File: src/rtl/lphm_pkg.sv
// Shared types, constants and codes for the linear probing hash map.
package lphm_pkg;

  localparam int CAPACITY  = 1024;
  localparam int KEY_WIDTH = 64;
  localparam int VALUE_W   = 64;
  localparam int HASH_W    = 32;
  localparam int SLOT_W    = 10;
  localparam int MAX_W     = 10;
  localparam int CNT_W     = 11;
  localparam int IDX_W     = $clog2(CAPACITY);
  localparam int HBIT_W    = $clog2(HASH_W);
  localparam bit CAP_POW2  = ((CAPACITY & (CAPACITY - 1)) == 0);

  // Configuration port.
  localparam int APB_DW = 32;
  localparam int PADDR_W = 3;
  localparam logic [PADDR_W-3:0] REG_MAX_ENTRIES = '0;
  localparam logic [MAX_W-1:0] MAX_ENTRIES_RST = MAX_W'(768);

  typedef enum logic {
    CMD_LOOKUP = 1'b0,
    CMD_PUT    = 1'b1
  } cmd_e;

  typedef enum logic [1:0] {
    STAT_HIT      = 2'd0,
    STAT_INSERTED = 2'd1,
    STAT_MISS     = 2'd2,
    STAT_FULL     = 2'd3
  } status_e;

  typedef enum logic [2:0] {
    FSM_CLEAR,
    FSM_IDLE,
    FSM_HASH,
    FSM_READ,
    FSM_PROBE
  } fsm_e;

  typedef struct packed {
    cmd_e                cmd;
    logic [63:0]         key;
    logic [HASH_W-1:0]   key_hash;
    logic [VALUE_W-1:0]  value;
  } in_item_t;

  typedef struct packed {
    status_e             status;
    logic [VALUE_W-1:0]  value_out;
    logic [SLOT_W-1:0]   slot;
  } out_item_t;

  typedef struct packed {
    logic                 valid;
    logic [KEY_WIDTH-1:0] key;
    logic [VALUE_W-1:0]   value;
  } entry_t;

  typedef struct packed {
    logic             en;
    logic [IDX_W-1:0] addr;
    entry_t           data;
  } mem_wr_t;

endpackage

File: src/rtl/lphm_probe.sv
// Probe sequencer: start slot reduction, slot clearing and one probe per cycle.
module lphm_probe (
  input  logic                       clk,
  input  logic                       rst_n,
  input  logic                       start,
  input  lphm_pkg::in_item_t         in_item,
  input  logic [lphm_pkg::MAX_W-1:0] max_entries,
  output logic                       busy,
  output logic                       out_valid,
  output lphm_pkg::out_item_t        out_item,
  output lphm_pkg::mem_wr_t          mem_wr,
  output logic [lphm_pkg::IDX_W-1:0] rd_addr,
  input  lphm_pkg::entry_t           rd_data
);
  import lphm_pkg::*;

  fsm_e                 state_r, state_nxt;
  logic [IDX_W-1:0]     idx_r, idx_nxt;
  logic [IDX_W-1:0]     cnt_r, cnt_nxt;
  logic [HASH_W-1:0]    hsh_r, hsh_nxt;
  logic [HBIT_W-1:0]    bit_r, bit_nxt;
  cmd_e                 cmd_r, cmd_nxt;
  logic [KEY_WIDTH-1:0] key_r, key_nxt;
  logic [VALUE_W-1:0]   val_r, val_nxt;
  logic [CNT_W-1:0]     entry_cnt_r, entry_cnt_nxt;
  logic                 out_valid_r, out_valid_nxt;
  out_item_t            out_item_r, out_item_nxt;

  logic [IDX_W-1:0] idx_inc;
  logic             hit;
  logic             room;
  logic             last_probe;
  logic [IDX_W:0]   mod_t;
  logic             mod_ge;
  logic [IDX_W-1:0] mod_rem;

  assign idx_inc    = (idx_r == IDX_W'(CAPACITY - 1)) ? '0 : idx_r + 1'b1;
  assign hit        = rd_data.valid && (rd_data.key == key_r);
  assign room       = entry_cnt_r < {1'b0, max_entries};
  assign last_probe = (cnt_r == IDX_W'(CAPACITY - 1));

  // Restoring reduction of the hash, one hash bit per cycle, used when the
  // capacity is not a power of two.
  assign mod_t   = {idx_r, hsh_r[HASH_W-1]};
  assign mod_ge  = (mod_t >= (IDX_W+1)'(CAPACITY));
  assign mod_rem = mod_ge ? IDX_W'(mod_t - (IDX_W+1)'(CAPACITY)) : IDX_W'(mod_t);

  always_ff @(posedge clk) begin
    if (!rst_n) begin
      state_r     <= FSM_CLEAR;
      idx_r       <= '0;
      entry_cnt_r <= '0;
      out_valid_r <= 1'b0;
    end else begin
      state_r     <= state_nxt;
      idx_r       <= idx_nxt;
      entry_cnt_r <= entry_cnt_nxt;
      out_valid_r <= out_valid_nxt;
    end
  end

  always_ff @(posedge clk) begin
    cnt_r      <= cnt_nxt;
    hsh_r      <= hsh_nxt;
    bit_r      <= bit_nxt;
    cmd_r      <= cmd_nxt;
    key_r      <= key_nxt;
    val_r      <= val_nxt;
    out_item_r <= out_item_nxt;
  end

  always_comb begin
    state_nxt     = state_r;
    idx_nxt       = idx_r;
    cnt_nxt       = cnt_r;
    hsh_nxt       = hsh_r;
    bit_nxt       = bit_r;
    cmd_nxt       = cmd_r;
    key_nxt       = key_r;
    val_nxt       = val_r;
    entry_cnt_nxt = entry_cnt_r;
    out_valid_nxt = 1'b0;
    out_item_nxt  = out_item_r;
    mem_wr        = '0;
    rd_addr       = idx_r;

    unique case (state_r)
      FSM_CLEAR: begin
        mem_wr.en   = 1'b1;
        mem_wr.addr = idx_r;
        mem_wr.data = '0;
        if (idx_r == IDX_W'(CAPACITY - 1)) begin
          idx_nxt   = '0;
          state_nxt = FSM_IDLE;
        end else begin
          idx_nxt = idx_r + 1'b1;
        end
      end
      FSM_IDLE: begin
        if (start) begin
          cmd_nxt = in_item.cmd;
          key_nxt = in_item.key[KEY_WIDTH-1:0];
          val_nxt = in_item.value;
          cnt_nxt = '0;
          hsh_nxt = in_item.key_hash;
          bit_nxt = '0;
          if (CAP_POW2) begin
            idx_nxt   = IDX_W'(in_item.key_hash);
            state_nxt = FSM_READ;
          end else begin
            idx_nxt   = '0;
            state_nxt = FSM_HASH;
          end
        end
      end
      FSM_HASH: begin
        idx_nxt = mod_rem;
        hsh_nxt = hsh_r << 1;
        bit_nxt = bit_r + 1'b1;
        if (bit_r == HBIT_W'(HASH_W - 1)) begin
          state_nxt = FSM_READ;
        end
      end
      FSM_READ: begin
        state_nxt = FSM_PROBE;
      end
      FSM_PROBE: begin
        // The next slot is read ahead so that a probe completes every cycle.
        rd_addr = idx_inc;
        out_item_nxt.value_out = '0;
        out_item_nxt.slot      = '0;
        if (!rd_data.valid) begin
          out_valid_nxt = 1'b1;
          state_nxt     = FSM_IDLE;
          out_item_nxt.status = STAT_MISS;
          if (cmd_r == CMD_PUT) begin
            if (room) begin
              mem_wr.en   = 1'b1;
              mem_wr.addr = idx_r;
              mem_wr.data = '{valid: 1'b1, key: key_r, value: val_r};
              entry_cnt_nxt = entry_cnt_r + 1'b1;
              out_item_nxt.status = STAT_INSERTED;
              out_item_nxt.slot   = SLOT_W'(idx_r);
            end else begin
              out_item_nxt.status = STAT_FULL;
            end
          end
        end else if (hit) begin
          out_valid_nxt = 1'b1;
          state_nxt     = FSM_IDLE;
          out_item_nxt.status = STAT_HIT;
          out_item_nxt.slot   = SLOT_W'(idx_r);
          if (cmd_r == CMD_PUT) begin
            mem_wr.en   = 1'b1;
            mem_wr.addr = idx_r;
            mem_wr.data = '{valid: 1'b1, key: key_r, value: val_r};
          end else begin
            out_item_nxt.value_out = rd_data.value;
          end
        end else if (last_probe) begin
          // Every slot is occupied by another key.
          out_valid_nxt = 1'b1;
          state_nxt     = FSM_IDLE;
          out_item_nxt.status = (cmd_r == CMD_PUT) ? STAT_FULL : STAT_MISS;
        end else begin
          idx_nxt = idx_inc;
          cnt_nxt = cnt_r + 1'b1;
        end
      end
      default: begin
        state_nxt = FSM_IDLE;
      end
    endcase
  end

  assign busy      = (state_r != FSM_IDLE);
  assign out_valid = out_valid_r;
  assign out_item  = out_item_r;

endmodule

File: config.mk
export PLATFORM = sky130hd
export DESIGN_NAME = lphm_probe
export DESIGN_NICKNAME = d
export VERILOG_FILES = /design/src/rtl/lphm_pkg.sv /design/src/rtl/lphm_probe.sv
export SDC_FILE = /design/constraint.sdc
export NUM_CORES = 1
export LEC_CHECK = 0
export BUFFER_PORTS_ARGS = -buffer_cell sky130_fd_sc_hd__buf_2
export CAP_MARGIN = 20
export CORE_AREA = 2 2 208 210
export DETAILED_ROUTE_END_ITERATION = 8
export DIE_AREA = 0 0 210 212
export GPL_TIMING_DRIVEN = 0
export PLACE_DENSITY = 0.65
export SYNTH_ARGS = -nofsm -noshare
export SYNTH_HDL_FRONTEND = slang
export SYNTH_SLANG_ARGS = --single-unit
File: constraint.sdc
create_clock -name clk -period 11.05 [get_ports clk]
set_input_delay 1.105 -clock clk [delete_from_list [all_inputs] [get_ports clk]]
set_output_delay 1.105 -clock clk [all_outputs]
set_load 0.02 [all_outputs]
==> qor.yml <==
outcome:
  status: "complete, no violations"
die:
  die_w_um: 210
  die-area_um2: 44500
  start_util: 0.290
  die_y_um: 212
  core_um2: 42500
  ioPinCount: 531
  rows: 76
job:
  maxCapViolCount: 0
cts:
  tritoncts: "built"
  htreeDepth: 1
  ctsHoldBuffers: 0
  cts_made_buffers: 30
  cts_resized: 0
  cts_setup_buffers: 0
  insertion_delay_ps: 570
  clock_tree.buffer_depth: 3
  path_clk_slew_ps: 60
  cts_sinks: 277
  cts_root_buffer: "clkbuf_16"
timing:
  setup_violations: 0
  fin_crit_ps: 5270
  fin_worst_skew_ps: 18.8
  max_freq_mhz: 190
  worstMarginPinSlew_ps: 924
  whs_ps: 503
  drv_slew: 0
  hold_viol: 0
  relSlewSlack: 0.382
  finalSetupTns_ps: 0
  rsz0062_at_grt: "no"
  period_share: 0.477
finish:
  design_area_um2: 16600
  fill_cells: 4124
  area_growth_pct: 34.9
  drive_gt1_frac: 0.384
  finalNonFillerCells: 2098
  layout.nets: 1845
pwr:
  netSwitchingPower_uw: 571
  clkPwrFrac: 0.390
  seqPwrFrac: 0.507
  total_power_mw: 2.40
  intPower_mw: 1.83
  power_frac_comb: 0.103
  switching_share: 0.238
  vdd_drop_max_v: 0.000114
  power.leakage_nw: 7.01
  power_density_nw_per_um2: 145
detailed_routing:
  drc: 0
  final_antenna_net_count: 0
  drt_iter0_drc: 519
  wirelength_mm: 38.9
  wl_per_cell_um: 18.6
  first_pass_iters: 5
  viasPerCell: 4.47
  vias: 9375
yosys:
  synth_common_cells: "252 x edfxtp_1, 198 x and2_1, 123 x nand2_1, 72 x xor2_1, 35 x nor2_1"
  synth_top_flop_cell: "edfxtp_1"
  ys_seq_area_frac: 0.655
  netlist.area_leader.share: 0.614
  synth_cell_type_count: 50
  yosysWarnings: 0
  netlist_area_um2: 12300
  syn_nets: 1281
  synth_area_leaders: "edfxtp_1 61%, and2_1 10%, xor2_1 5.1%, dfxtp_1 4.1%, nand2_1 3.7%"
  synth_top_cell_by_area: "edfxtp_1"
  post_synth.cell_area_avg_um2: 12.8
  ys_ff_latch: 277
  synthCells: 964
  synthArstFlopShare: 0
  synth.most_common_cell: "edfxtp_1"
  synth-edff-count: 252
critical_path:
  crit_top_cell: "buf_2"
  cp_max_fo: 10
  cp-start-kind: "input pin"
  required_ps: 9950
  critPathMaxStageDelay_ps: 540
  slowest_stage: "clkbuf_1"
  crit_chain: "buf_2 -> xor2_1 -> nor4_1 -> nand4_1 -> nor4_4 -> nand2_2 -> a21oi_4 -> clkbuf_1 -> and2_1 -> buf_2"
  end_kind: "output pin"
  arrival_ps: 4170
  crit_type: "in2out"
grt:
  grt_pass1_vias: 9466
  grt_overflow_total: 0
  grt_util_all_layers: 0.167
  grt_max_degree: 70
  antenna_found_initial: 13
  grt_pass1_wl_mm: 56.4
hold_path:
  hold_path_class: "reg2reg"
place:
  routabilityCongestion: 0.846
  dpl.hpwl_mm: 30.6
  placed_area_um2: 15700
  port_buffers: 530
  dp_cells: 2042
[sequential cells by signal (all words and copies together) (netlist names)]
| name | count |
|---|---|
| idx_r | 10 |
| hsh_r | 32 |
| val_r | 64 |
| key_r | 64 |
| state_r | 3 |
| cnt_r | 10 |
| cmd_r | 1 |
| out_item | 76 |
| out_valid | 1 |
| entry_cnt_r | 11 |
| bit_r | 5 |
[worst paths after layout]
path                  startpoint             end  slack, ps  depth (start not counted)
setup / recovery     rd_data[65]      mem_wr[33]       5780                         10
hold / removal    entry_cnt_r[8]  entry_cnt_r[8]        500                          2
setup reg to reg        key_r[1]    out_item[13]       7960                          8
hold reg to reg   entry_cnt_r[8]  entry_cnt_r[8]        500                          2
[cell usage in the layout, fill, tap and decap left out, types with 10 or more instances in the layout]
cell / n
and2_1: 198
buf_2: 533
buf_6: 11
clkbuf_1: 40
clkbuf_16: 31
dfxtp_1: 25
edfxtp_1: 252
ha_1: 14
inv_1: 19
nand2_1: 122
nand2b_1: 10
nand3_1: 13
nor2_1: 35
nor2b_1: 10
nor4_1: 18
o21a_1: 10
xnor2_1: 16
xor2_1: 72
[layout make-up]
cell class | instances | area [um2] | area share
Buffer | 49 | 270 | 0.0163
Clock inverter | 15 | 90.1 | 0.00542
Tap cell | 546 | 683 | 0.0411
Inverter | 21 | 85.1 | 0.00512
Sequential cell | 277 | 8070 | 0.486
Clock buffer | 40 | 810 | 0.0487
Antenna cell | 1 | 2.50 | 0.000151
Timing Repair Buffer | 532 | 2700 | 0.163
Multi-Input combinational cell | 617 | 3910 | 0.235
[cells by family after synthesis]
logic type,after synthesis,share of synthesized area
AO/OA/AOI/OAI,71,0.0450
XOR/XNOR,88,0.0626
adder cells (fa/ha/maj),14,0.0142
buffers and inverters,70,0.0283
flip-flops,277,0.655
multiplexers,4,0.00325
AND/OR/NAND/NOR,440,0.192
[per-layer routing]
layer  GRT usage  vias up  share of wire
li1            -     4479              -
met2       0.305      386           0.51
met4      0.0421        6          0.021
met3      0.0387       75          0.070
met1       0.198     4429           0.39
met5           0        -         0.0011
[critical path, delay by kind of cell]
family                    cells  cell delay (ps)
and+or+nand+nor               5             1730
buffers and inverters         3              840
AOI/OAI and AO/OA             1              330
xor gates and xnor gates      1              150
[power by group through the flow]
stage | sequential (mW) | combinational (mW) | clock, mW
after global routing | 1.22 | 0.273 | 0.996
final | 1.22 | 0.248 | 0.936
after floorplan | 1.24 | 0.138 | 0
after CTS | 1.22 | 0.250 | 0.962
after detailed placement | 1.24 | 0.248 | 0
after global placement | 1.25 | 0.241 | 0
[metrics by stage]
stage,worst slack [ps],util
after detailed placement,5510,0.370
after global routing,5500,0.391
after CTS,5500,0.391
after global placement,5200,0.368
after floorplan,6560,-
final,5780,0.391
Note: power is estimated with default switching activity, not from simulation.
